## config.mk

```make
export PLATFORM = sky130hd
export DESIGN_NAME = spu_adpcm_block_decoder_flat
export DESIGN_NICKNAME = d
export VERILOG_FILES = /design/src/design/sadpcm_pkg.sv /design/src/design/sadpcm_ifs.sv /design/src/design/sadpcm_front.sv /design/src/design/sadpcm_queue.sv /design/src/design/sadpcm_back.sv /design/src/design/spu_adpcm_block_decoder.sv /design/src/flat_wrapper.sv
export SDC_FILE = /design/constraint.sdc
export NUM_CORES = 1
export LEC_CHECK = 0
export ABC_AREA = 1
export BUFFER_PORTS_ARGS = -buffer_cell sky130_fd_sc_hd__buf_2
export CORE_UTILIZATION = 30
export CTS_CLUSTER_DIAMETER = 60
export DETAILED_ROUTE_END_ITERATION = 8
export GPL_TIMING_DRIVEN = 0
export SLEW_MARGIN = 20
export SYNTH_ARGS = -nofsm -noshare
export SYNTH_HDL_FRONTEND = slang
export SYNTH_SLANG_ARGS = --single-unit
export TNS_END_PERCENT = 1
```

## constraint.sdc

```tcl
create_clock -name clk -period 14.4 [get_ports clk]
set_input_delay 1.44 -clock clk [delete_from_list [all_inputs] [get_ports clk]]
set_output_delay 1.44 -clock clk [all_outputs]
set_load 0.01 [all_outputs]
```

## src/design/sadpcm_pkg.sv

```systemverilog
// shared types, constants and coefficient tables for the spu adpcm block decoder
`timescale 1ns / 1ps
`default_nettype none

package sadpcm_pkg;

  // offset register width default and fixed field widths
  localparam int SADPCM_OFFSET_WIDTH = 20;
  localparam int OFFSET_FIELD_W      = 20;
  localparam int STREAM_W            = 20;
  localparam int SAMPLE_W            = 16;
  localparam int DATA_W              = 56;
  localparam int BLOCK_DATA_W        = 2 * DATA_W;

  // block geometry
  localparam int BLOCK_BYTES   = 16;
  localparam int BLOCK_SAMPLES = 28;
  localparam int CNT_W         = $clog2(BLOCK_SAMPLES);

  // header decoding limits
  localparam int SHIFT_MAX  = 12;
  localparam int FILTER_MAX = 4;

  // prediction scaling: divide by 64, truncating toward zero
  localparam int PRED_DIV   = 64;
  localparam int PRED_SHIFT = $clog2(PRED_DIV);

  // saturation limits
  localparam int SAMPLE_MAX = 32767;
  localparam int SAMPLE_MIN = -32768;

  // command queue between front and back
  localparam int QUEUE_DEPTH = 2;

  // input mode codes
  localparam logic MODE_START  = 1'b0;
  localparam logic MODE_DECODE = 1'b1;

  // flag bit positions in flags_byte
  localparam int FLAG_END    = 0;
  localparam int FLAG_REPEAT = 1;
  localparam int FLAG_LOOP   = 2;

  // kind of work handed to the back end
  typedef enum logic [1:0] {
    CMD_START,
    CMD_STATUS,
    CMD_DECODE
  } cmd_kind_t;

  // voice status reported with every result of one transaction
  typedef struct packed {
    logic [OFFSET_FIELD_W-1:0] next_offset;
    logic                      done;
    logic                      looped;
  } status_t;

  // one queued command
  typedef struct packed {
    cmd_kind_t               kind;
    logic [3:0]              shift;
    logic [2:0]              filter;
    logic [BLOCK_DATA_W-1:0] data;
    status_t                 status;
  } cmd_t;

  // first prediction tap
  function automatic logic signed [7:0] coef_a(input logic [2:0] filter);
    logic signed [7:0] c;
    unique case (filter)
      3'd1:    c = 8'sd60;
      3'd2:    c = 8'sd115;
      3'd3:    c = 8'sd98;
      3'd4:    c = 8'sd122;
      default: c = 8'sd0;
    endcase
    return c;
  endfunction

  // second prediction tap
  function automatic logic signed [7:0] coef_b(input logic [2:0] filter);
    logic signed [7:0] c;
    unique case (filter)
      3'd2:    c = -8'sd52;
      3'd3:    c = -8'sd55;
      3'd4:    c = -8'sd60;
      default: c = 8'sd0;
    endcase
    return c;
  endfunction

endpackage

`default_nettype wire

```

## src/design/sadpcm_ifs.sv

```systemverilog
// valid/ready channel interfaces for block input and sample output
`timescale 1ns / 1ps
`default_nettype none

interface sadpcm_in_if import sadpcm_pkg::*; ();
  logic              valid;
  logic              ready;
  logic              mode;
  logic [7:0]        header_byte;
  logic [7:0]        flags_byte;
  logic [DATA_W-1:0] data_low;
  logic [DATA_W-1:0] data_high;

  modport source (output valid, mode, header_byte, flags_byte, data_low, data_high,
                  input ready);
  modport sink   (input valid, mode, header_byte, flags_byte, data_low, data_high,
                  output ready);
endinterface

interface sadpcm_out_if import sadpcm_pkg::*; ();
  logic                       valid;
  logic                       ready;
  logic signed [SAMPLE_W-1:0] sample;
  logic                       sample_valid;
  logic                       last;
  logic [OFFSET_FIELD_W-1:0]  next_offset;
  logic                       voice_done;
  logic                       has_looped;

  modport source (output valid, sample, sample_valid, last, next_offset, voice_done,
                  has_looped, input ready);
  modport sink   (input valid, sample, sample_valid, last, next_offset, voice_done,
                  has_looped, output ready);
endinterface

`default_nettype wire

```

## src/design/sadpcm_front.sv

```systemverilog
// front end: accepts blocks, tracks offsets and end state, issues commands
`timescale 1ns / 1ps
`default_nettype none

module sadpcm_front import sadpcm_pkg::*; #(
  parameter int OFFSET_WIDTH = SADPCM_OFFSET_WIDTH
) (
  input  wire logic                clk,
  input  wire logic                rst,
  input  wire logic                cfg_we,
  input  wire logic [STREAM_W-1:0] cfg_wdata,
  sadpcm_in_if.sink                in_ch,
  input  wire logic                q_full,
  output logic                     q_push,
  output cmd_t                     q_cmd
);

  localparam int EXT_W = 33;

  logic [STREAM_W-1:0]     stream_bytes;
  logic [OFFSET_WIDTH-1:0] block_offset, block_offset_next;
  logic [OFFSET_WIDTH-1:0] loop_offset, loop_offset_next;
  logic                    finished, finished_next;
  logic                    looped_flag, looped_flag_next;

  logic [EXT_W-1:0]        end_ext;
  logic                    past_end;
  logic [EXT_W-1:0]        status_off_ext;
  logic [3:0]              hdr_shift;
  logic [3:0]              hdr_filter;
  cmd_kind_t               kind;

  // accept whenever the queue has room
  assign in_ch.ready = !q_full;
  assign q_push      = in_ch.valid && !q_full;

  // end-of-stream check on the current block
  assign end_ext  = EXT_W'(block_offset) + EXT_W'(BLOCK_BYTES);
  assign past_end = end_ext > EXT_W'(stream_bytes);

  assign hdr_shift  = in_ch.header_byte[3:0];
  assign hdr_filter = in_ch.header_byte[7:4];

  // classify the transaction and work out the next voice state
  always_comb begin
    block_offset_next = block_offset;
    loop_offset_next  = loop_offset;
    finished_next     = finished;
    looped_flag_next  = looped_flag;
    kind              = CMD_STATUS;
    priority if (in_ch.mode == MODE_START) begin
      kind              = CMD_START;
      block_offset_next = '0;
      loop_offset_next  = '0;
      looped_flag_next  = 1'b0;
      finished_next     = stream_bytes < STREAM_W'(BLOCK_BYTES);
    end else if (finished) begin
      kind = CMD_STATUS;
    end else if (past_end) begin
      kind          = CMD_STATUS;
      finished_next = 1'b1;
    end else begin
      kind              = CMD_DECODE;
      block_offset_next = block_offset + OFFSET_WIDTH'(BLOCK_BYTES);
      if (in_ch.flags_byte[FLAG_LOOP]) begin
        loop_offset_next = block_offset;
      end
      if (in_ch.flags_byte[FLAG_END]) begin
        if (in_ch.flags_byte[FLAG_REPEAT]) begin
          block_offset_next = loop_offset_next;
          looped_flag_next  = 1'b1;
        end else begin
          finished_next = 1'b1;
        end
      end
    end
  end

  // build the command for the back end
  assign status_off_ext = EXT_W'(block_offset_next);

  always_comb begin
    q_cmd.kind               = kind;
    q_cmd.shift              = (hdr_shift > 4'(SHIFT_MAX)) ? 4'(SHIFT_MAX) : hdr_shift;
    q_cmd.filter             = (hdr_filter > 4'(FILTER_MAX)) ? 3'd0 : hdr_filter[2:0];
    q_cmd.data               = {in_ch.data_high, in_ch.data_low};
    q_cmd.status.next_offset = status_off_ext[OFFSET_FIELD_W-1:0];
    q_cmd.status.done        = finished_next;
    q_cmd.status.looped      = looped_flag_next;
  end

  // configuration register
  always_ff @(posedge clk) begin
    if (rst) begin
      stream_bytes <= '0;
    end else if (cfg_we) begin
      stream_bytes <= cfg_wdata;
    end
  end

  // voice state
  always_ff @(posedge clk) begin
    if (rst) begin
      block_offset <= '0;
      loop_offset  <= '0;
      finished     <= 1'b1;
      looped_flag  <= 1'b0;
    end else if (q_push) begin
      block_offset <= block_offset_next;
      loop_offset  <= loop_offset_next;
      finished     <= finished_next;
      looped_flag  <= looped_flag_next;
    end
  end

endmodule

`default_nettype wire

```

## src/design/sadpcm_queue.sv

```systemverilog
// short command queue between front and back end
`timescale 1ns / 1ps
`default_nettype none

module sadpcm_queue import sadpcm_pkg::*; (
  input  wire logic clk,
  input  wire logic rst,
  input  wire logic push,
  input  cmd_t      push_cmd,
  output logic      full,
  input  wire logic pop,
  output cmd_t      pop_cmd,
  output logic      empty
);

  localparam int PTR_W = (QUEUE_DEPTH > 1) ? $clog2(QUEUE_DEPTH) : 1;
  localparam int CNT_Q = $clog2(QUEUE_DEPTH + 1);

  cmd_t             entries [QUEUE_DEPTH];
  logic [PTR_W-1:0] wr_ptr;
  logic [PTR_W-1:0] rd_ptr;
  logic [CNT_Q-1:0] count;

  assign full    = count == CNT_Q'(QUEUE_DEPTH);
  assign empty   = count == '0;
  assign pop_cmd = entries[rd_ptr];

  // entry storage
  always_ff @(posedge clk) begin
    if (push) begin
      entries[wr_ptr] <= push_cmd;
    end
  end

  // pointers and fill count
  always_ff @(posedge clk) begin
    if (rst) begin
      wr_ptr <= '0;
      rd_ptr <= '0;
      count  <= '0;
    end else begin
      if (push) begin
        wr_ptr <= (wr_ptr == PTR_W'(QUEUE_DEPTH - 1)) ? '0 : wr_ptr + 1'b1;
      end
      if (pop) begin
        rd_ptr <= (rd_ptr == PTR_W'(QUEUE_DEPTH - 1)) ? '0 : rd_ptr + 1'b1;
      end
      if (push && !pop) begin
        count <= count + 1'b1;
      end else if (pop && !push) begin
        count <= count - 1'b1;
      end
    end
  end

  // no overflow, no underflow, count in range
  a_no_overflow: assert property (@(posedge clk) disable iff (rst) push |-> !full)
    else $error("queue push while full");
  a_no_underflow: assert property (@(posedge clk) disable iff (rst) pop |-> !empty)
    else $error("queue pop while empty");
  a_count_range: assert property (@(posedge clk) disable iff (rst)
    count <= CNT_Q'(QUEUE_DEPTH))
    else $error("queue count out of range");

endmodule

`default_nettype wire

```

## src/design/sadpcm_back.sv

```systemverilog
// back end: sample loop with two-tap prediction and the output register
`timescale 1ns / 1ps
`default_nettype none

module sadpcm_back import sadpcm_pkg::*; (
  input  wire logic clk,
  input  wire logic rst,
  input  cmd_t      q_cmd,
  input  wire logic q_empty,
  output logic      q_pop,
  sadpcm_out_if.source out_ch
);

  localparam logic signed [19:0] SUM_MAX  = 20'(SAMPLE_MAX);
  localparam logic signed [19:0] SUM_MIN  = 20'(SAMPLE_MIN);
  localparam logic signed [24:0] DIV_BIAS = 25'(PRED_DIV - 1);

  cmd_t                       cur;
  logic                       busy;
  logic [CNT_W-1:0]           cnt;
  logic signed [SAMPLE_W-1:0] hist1, hist2;

  logic                       out_valid;
  logic signed [SAMPLE_W-1:0] out_sample;
  logic                       out_sample_valid;
  logic                       out_last;
  status_t                    out_status;

  logic                       load_ok;
  logic                       advance;
  logic                       single;
  logic                       last_res;
  logic                       finishing;

  logic [3:0]                 nib;
  logic signed [15:0]         resid_base;
  logic signed [15:0]         resid;
  logic signed [7:0]          ca, cb;
  logic signed [23:0]         pa, pb;
  logic signed [24:0]         psum;
  logic signed [24:0]         padj;
  logic signed [18:0]         pred;
  logic signed [19:0]         total;
  logic signed [SAMPLE_W-1:0] sat;

  // loop control
  assign load_ok   = !out_valid || out_ch.ready;
  assign advance   = busy && load_ok;
  assign single    = cur.kind != CMD_DECODE;
  assign last_res  = single || (cnt == CNT_W'(BLOCK_SAMPLES - 1));
  assign finishing = advance && last_res;
  assign q_pop     = !q_empty && (!busy || finishing);

  // residual: nibble in the top of the word, arithmetic shift
  assign nib        = cur.data[{cnt, 2'b00} +: 4];
  assign resid_base = {nib, 12'h000};
  assign resid      = resid_base >>> cur.shift;

  // prediction from the last two samples, divided toward zero
  assign ca   = coef_a(cur.filter);
  assign cb   = coef_b(cur.filter);
  assign pa   = ca * hist1;
  assign pb   = cb * hist2;
  assign psum = 25'(pa) + 25'(pb);
  assign padj = (psum < 0) ? psum + DIV_BIAS : psum;
  assign pred = 19'(padj >>> PRED_SHIFT);

  // sum and saturate
  assign total = 20'(resid) + 20'(pred);

  always_comb begin
    priority if (total > SUM_MAX) begin
      sat = SAMPLE_W'(SAMPLE_MAX);
    end else if (total < SUM_MIN) begin
      sat = SAMPLE_W'(SAMPLE_MIN);
    end else begin
      sat = total[SAMPLE_W-1:0];
    end
  end

  // current command
  always_ff @(posedge clk) begin
    if (q_pop) begin
      cur <= q_cmd;
    end
  end

  // busy flag and sample counter
  always_ff @(posedge clk) begin
    if (rst) begin
      busy <= 1'b0;
      cnt  <= '0;
    end else if (q_pop) begin
      busy <= 1'b1;
      cnt  <= '0;
    end else if (finishing) begin
      busy <= 1'b0;
    end else if (advance) begin
      cnt <= cnt + 1'b1;
    end
  end

  // prediction history
  always_ff @(posedge clk) begin
    if (rst) begin
      hist1 <= '0;
      hist2 <= '0;
    end else if (advance) begin
      if (cur.kind == CMD_START) begin
        hist1 <= '0;
        hist2 <= '0;
      end else if (cur.kind == CMD_DECODE) begin
        hist2 <= hist1;
        hist1 <= sat;
      end
    end
  end

  // output register
  always_ff @(posedge clk) begin
    if (rst) begin
      out_valid <= 1'b0;
    end else if (load_ok) begin
      out_valid <= advance;
    end
  end

  always_ff @(posedge clk) begin
    if (advance) begin
      out_sample       <= single ? '0 : sat;
      out_sample_valid <= !single;
      out_last         <= last_res;
      out_status       <= cur.status;
    end
  end

  assign out_ch.valid        = out_valid;
  assign out_ch.sample       = out_sample;
  assign out_ch.sample_valid = out_sample_valid;
  assign out_ch.last         = out_last;
  assign out_ch.next_offset  = out_status.next_offset;
  assign out_ch.voice_done   = out_status.done;
  assign out_ch.has_looped   = out_status.looped;

  // counter stays inside the block
  a_cnt_range: assert property (@(posedge clk) disable iff (rst)
    busy |-> cnt <= CNT_W'(BLOCK_SAMPLES - 1))
    else $error("sample counter past end of block");
  // a status-only transaction is always its own last result
  a_status_last: assert property (@(posedge clk) disable iff (rst)
    (out_valid && !out_sample_valid) |-> out_last)
    else $error("status result without last");
  // a start clears the history
  a_start_clears: assert property (@(posedge clk) disable iff (rst)
    (advance && cur.kind == CMD_START) |=> (hist1 == '0 && hist2 == '0))
    else $error("history not cleared by start");

endmodule

`default_nettype wire

```

## src/design/spu_adpcm_block_decoder.sv

```systemverilog
// top level of the spu adpcm block decoder
`timescale 1ns / 1ps
`default_nettype none

// Decodes one 16-byte SPU-ADPCM block per input transaction into 28 saturated
// 16-bit samples, one result transaction per sample, with the voice status
// (next block offset, done, looped) on every result and last on the final one.
// A start transaction, a decode while the voice is done, or a block past the
// configured stream size gives a single status result instead. The back end
// produces one result per cycle unless the output channel stalls it, from a
// sample loop in which each sample's prediction uses the two samples before
// it. The front end keeps taking transactions into a two-entry command queue
// while the back end works, so blocks run back to back with no gap. Write
// stream_bytes only while the decoder is idle.

module spu_adpcm_block_decoder import sadpcm_pkg::*; #(
  parameter int OFFSET_WIDTH = SADPCM_OFFSET_WIDTH
) (
  input  wire logic                clk,
  input  wire logic                rst,
  input  wire logic                cfg_we,
  input  wire logic [STREAM_W-1:0] cfg_wdata,
  sadpcm_in_if.sink                in_ch,
  sadpcm_out_if.source             out_ch
);

  logic q_full;
  logic q_empty;
  logic q_push;
  logic q_pop;
  cmd_t push_cmd;
  cmd_t pop_cmd;

  // front end
  sadpcm_front #(
    .OFFSET_WIDTH (OFFSET_WIDTH)
  ) u_front (
    .clk       (clk),
    .rst       (rst),
    .cfg_we    (cfg_we),
    .cfg_wdata (cfg_wdata),
    .in_ch     (in_ch),
    .q_full    (q_full),
    .q_push    (q_push),
    .q_cmd     (push_cmd)
  );

  // command queue
  sadpcm_queue u_queue (
    .clk      (clk),
    .rst      (rst),
    .push     (q_push),
    .push_cmd (push_cmd),
    .full     (q_full),
    .pop      (q_pop),
    .pop_cmd  (pop_cmd),
    .empty    (q_empty)
  );

  // back end
  sadpcm_back u_back (
    .clk     (clk),
    .rst     (rst),
    .q_cmd   (pop_cmd),
    .q_empty (q_empty),
    .q_pop   (q_pop),
    .out_ch  (out_ch)
  );

endmodule

`default_nettype wire

```

## src/flat_wrapper.sv

```systemverilog
// flat-port wrapper written by rule: the top's interface ports become plain ports
module spu_adpcm_block_decoder_flat import sadpcm_pkg::*;
#(
  parameter int OFFSET_WIDTH = SADPCM_OFFSET_WIDTH
)
  (clk, rst, cfg_we, cfg_wdata, in_ch_valid, in_ch_mode, in_ch_header_byte, in_ch_flags_byte, in_ch_data_low, in_ch_data_high, in_ch_ready, out_ch_valid, out_ch_sample, out_ch_sample_valid, out_ch_last, out_ch_next_offset, out_ch_voice_done, out_ch_has_looped, out_ch_ready);
  sadpcm_in_if in_ch_i ();
  sadpcm_out_if out_ch_i ();
  input  wire logic clk;
  input  wire logic rst;
  input  wire logic cfg_we;
  input  wire logic [STREAM_W-1:0] cfg_wdata;
  input wire logic [$bits(in_ch_i.valid)-1:0] in_ch_valid;
  input wire logic [$bits(in_ch_i.mode)-1:0] in_ch_mode;
  input wire logic [$bits(in_ch_i.header_byte)-1:0] in_ch_header_byte;
  input wire logic [$bits(in_ch_i.flags_byte)-1:0] in_ch_flags_byte;
  input wire logic [$bits(in_ch_i.data_low)-1:0] in_ch_data_low;
  input wire logic [$bits(in_ch_i.data_high)-1:0] in_ch_data_high;
  output wire logic [$bits(in_ch_i.ready)-1:0] in_ch_ready;
  output wire logic [$bits(out_ch_i.valid)-1:0] out_ch_valid;
  output wire logic [$bits(out_ch_i.sample)-1:0] out_ch_sample;
  output wire logic [$bits(out_ch_i.sample_valid)-1:0] out_ch_sample_valid;
  output wire logic [$bits(out_ch_i.last)-1:0] out_ch_last;
  output wire logic [$bits(out_ch_i.next_offset)-1:0] out_ch_next_offset;
  output wire logic [$bits(out_ch_i.voice_done)-1:0] out_ch_voice_done;
  output wire logic [$bits(out_ch_i.has_looped)-1:0] out_ch_has_looped;
  input wire logic [$bits(out_ch_i.ready)-1:0] out_ch_ready;
  assign in_ch_i.valid = in_ch_valid;
  assign in_ch_i.mode = in_ch_mode;
  assign in_ch_i.header_byte = in_ch_header_byte;
  assign in_ch_i.flags_byte = in_ch_flags_byte;
  assign in_ch_i.data_low = in_ch_data_low;
  assign in_ch_i.data_high = in_ch_data_high;
  assign in_ch_ready = in_ch_i.ready;
  assign out_ch_valid = out_ch_i.valid;
  assign out_ch_sample = out_ch_i.sample;
  assign out_ch_sample_valid = out_ch_i.sample_valid;
  assign out_ch_last = out_ch_i.last;
  assign out_ch_next_offset = out_ch_i.next_offset;
  assign out_ch_voice_done = out_ch_i.voice_done;
  assign out_ch_has_looped = out_ch_i.has_looped;
  assign out_ch_i.ready = out_ch_ready;
  spu_adpcm_block_decoder #(.OFFSET_WIDTH(OFFSET_WIDTH)) u_core (.clk(clk), .rst(rst), .cfg_we(cfg_we), .cfg_wdata(cfg_wdata), .in_ch(in_ch_i), .out_ch(out_ch_i));
endmodule
```

==> impl_metrics.env <==
export IMPL_drv_cap=0
export IMPL_cts_buffer_depth=3
export IMPL_start_kind="flip-flop"
export IMPL_status="complete, no violations"
export IMPL_dp_hpwl_microns=67910
export IMPL_yosys_warnings=0
export IMPL_rows=120
export IMPL_nets=4148
export IMPL_ir_worst_vdd_v=0.0003425
export IMPL_synth_ff_type="edfxtp_1"
export IMPL_coreArea_sq_um=107100
export IMPL_skew_ps=38.24
export IMPL_ant_nets=0
export IMPL_numPortBuffers=188
export IMPL_fin_area_sq_um=38000
export IMPL_clk_pin_slew_ps=60
export IMPL_power_leakage_uw=0.01636
export IMPL_r2r_slack_ps=3420
export IMPL_cts_resized_gates=0
export IMPL_max_slew_margin_pct=20.74
export IMPL_vias_per_cell=4.661
export IMPL_antenna_found_initial=17
export IMPL_htreeDepth=3
export IMPL_cts_sinks=574
export IMPL_syn_area_sq_um=32370
export IMPL_die_x_microns=330.5
export IMPL_area_growth_pct=17.38
export IMPL_min_period_over_period_pct=76.23
export IMPL_wirelength_microns=87110
export IMPL_path_common_cell="nand2_1"
export IMPL_start_util_pct=30.24
export IMPL_avgSynthCellArea_sq_um=9.583
export IMPL_placed_area_sq_um=35620
export IMPL_worst_setup_path_end_kind="flip-flop"
export IMPL_async_flop_share_pct=0
export IMPL_grt_pass1_vias=23000
export IMPL_yosysUniqueCellTypes=45
export IMPL_setup_tns_ps=0
export IMPL_period_minus_slack_ps=10980
export IMPL_slowest_stage="clkbuf_1"
export IMPL_path_class="flip-flop to flip-flop"
export IMPL_nFillCells=10750
export IMPL_drive_gt1_share_pct=9.968
export IMPL_fmaxAchievable_mhz=91.10
export IMPL_globalRoute_totalOverflow=0
export IMPL_worst_slew_pin_slew_ps=1178
export IMPL_vias=23860
export IMPL_drv_slew=0
export IMPL_synth_seq_cells=574
export IMPL_required_ps=14900
export IMPL_drtIter0Drc=1954
export IMPL_drc=0
export IMPL_drtPass1Iterations=8
export IMPL_grt_use_total_pct=16.04
export IMPL_powerDensity_nw_per_um2=254.9
export IMPL_ctsHoldBuffers=0
export IMPL_worstPathMaxFanout=10
export IMPL_hp_class="flip-flop to flip-flop"
export IMPL_grt_pass1_wl_microns=134200
export IMPL_syn_nets=3866
export IMPL_die_h_microns=330.5
export IMPL_synth_edf_count=469
export IMPL_hold_viol_final=0
export IMPL_yosysSeqAreaShare_pct=50.00
export IMPL_finalSetupViolCount=0
export IMPL_rsz0062_at_grt="no"
export IMPL_cts_tree="done"
export IMPL_die_area_sq_um=109200
export IMPL_clk_insertion_delay_late_ps=620
export IMPL_critPathMaxStageDelay_ps=590
export IMPL_place_congestion=0.9155
export IMPL_grt_max_degree=26
export IMPL_tritoncts_num_buffers=70
export IMPL_cts_root_buffer="clkbuf_16"
export IMPL_cp_arrival_ps=11480
export IMPL_synth_cells=3378
export IMPL_wl_per_cell_microns=17.01
export IMPL_post_cts_setup_buffers=0
export IMPL_pin_count=196
[report_power, final]
group | switching [uW] | internal [uW] | leakage (uW)
Clock | 712 | 1090 | 0.00115
Sequential | 171 | 2390 | 0.00530
Combinational | 3610 | 1720 | 0.00992
[critical path: cells and delay by family, from the launching register on]
kind	cells	cell delay, ps
AO/OA/AOI/OAI	4	700
flip-flops	1	500
AND/OR/NAND/NOR	21	3020
adder cells (fa/ha/maj)	9	4190
XOR/XNOR	1	140
buffers and inverters	12	2280
[stage by stage]
stage,setup WS [ps],util [%],std cells,power (uW),hold slack [ps]
floorplan,3110,-,3378,6283,400.3
detailed placement,3677,33.28,4991,7887,406.2
CTS,3589,35.48,5115,9725,419.9
global placement,-2697,32.76,4969,7871,405.8
finish,3423,35.49,5120,9685,417.7
global route,2748,35.49,5117,10500,428.5
[placed cells by master, fill, tap and decap left out, types with 9 or more instances in the layout]
cell type,count
inv_2,9
clkbuf_1,108
dfxtp_1,105
nand4_1,37
clkbuf_16,73
o21ai_0,155
o22ai_1,13
buf_16,12
ha_1,151
clkinv_1,13
buf_2,195
inv_1,436
xor2_1,28
a21oi_1,185
nor2_1,326
xnor2_1,17
buf_12,10
nand3_1,123
nand2_1,922
o211ai_1,13
fa_1,183
nor3_1,15
edfxtp_1,469
[flip-flops by register name (all words and copies together) (netlist names), 5 cells and up]
signal	flops
u_core.u_back.cnt	5
u_core.u_back.out_ch.sample	16
u_core.u_back.out_ch.next_offset	20
u_core.u_back.cur	143
u_core.u_back.hist2	16
u_core.u_back.hist1	16
u_core.u_front.loop_offset	20
u_core.u_queue.entries	286
u_core.u_front.stream_bytes	20
u_core.u_front.block_offset	20
[synth_stat cells (4+ instances only)]
master / number / share of area (%)
inv_1: 437 / 5.1
nor2_1: 328 / 3.8
nand3b_1: 6 / 0.14
inv_2: 8 / 0.093
clkbuf_1: 94 / 1.1
nand2_2: 7 / 0.14
fa_1: 183 / 11
dfxtp_1: 105 / 6.5
o21bai_1: 5 / 0.12
nor3_1: 15 / 0.23
nand3_1: 123 / 1.9
nand3_2: 7 / 0.22
buf_2: 7 / 0.11
o211ai_1: 13 / 0.30
a21oi_1: 186 / 2.9
xor2_1: 28 / 0.76
buf_1: 5 / 0.058
nor2_2: 5 / 0.097
edfxtp_1: 469 / 44
clkinv_1: 4 / 0.046
o22ai_1: 13 / 0.25
nand2_1: 922 / 11
o221ai_1: 6 / 0.16
xnor2_1: 17 / 0.46
or2_2: 5 / 0.097
ha_1: 151 / 5.8
nand4_1: 37 / 0.72
o21ai_1: 5 / 0.077
o21ai_0: 155 / 2.4
[metal layers]
metal	share of wire [%]	up-vias	GRT usage, %
met5	0.088	-	0
met4	2.5	12	4.318
met3	6.3	155	2.306
met2	46	768	26.11
met1	45	11350	22.27
li1	-	11580	-
[final cells by class]
type | instances | area [sq um] | share of cell area, %
Sequential cell | 574 | 16190 | 42.60
Multi-Input combinational cell | 2244 | 14070 | 37.03
Clock buffer | 88 | 1893 | 4.982
Tap cell | 1403 | 1755 | 4.620
Inverter | 449 | 1685 | 4.436
Timing Repair Buffer | 210 | 1471 | 3.873
Clock inverter | 36 | 466.7 | 1.228
Buffer | 111 | 455.4 | 1.199
Antenna cell | 5 | 12.51 | 0.03293
[final timing paths]
kind / end / startpoint / depth (start not counted)
max: u_core.u_back.hist1[14] / u_core.u_back.cur[135] / 47
max reg2reg: u_core.u_back.hist1[14] / u_core.u_back.cur[135] / 47
min: u_core.u_back.out_ch.next_offset[12] / u_core.u_back.cur[14] / 0
min reg2reg: u_core.u_back.out_ch.next_offset[12] / u_core.u_back.cur[14] / 0
[logic make-up (layout without fill, tap and decap cells)]
family	count (synthesis)	count (layout)	synth area share, %
xor+xnor	48	48	1.368
compound gates	390	390	6.339
flops	574	574	50.00
buf+inv	560	894	6.614
other cells	0	5	0
fa+ha+maj	334	334	17.15
simple gates	1472	1472	18.52
(Power assumes the default switching activity.)
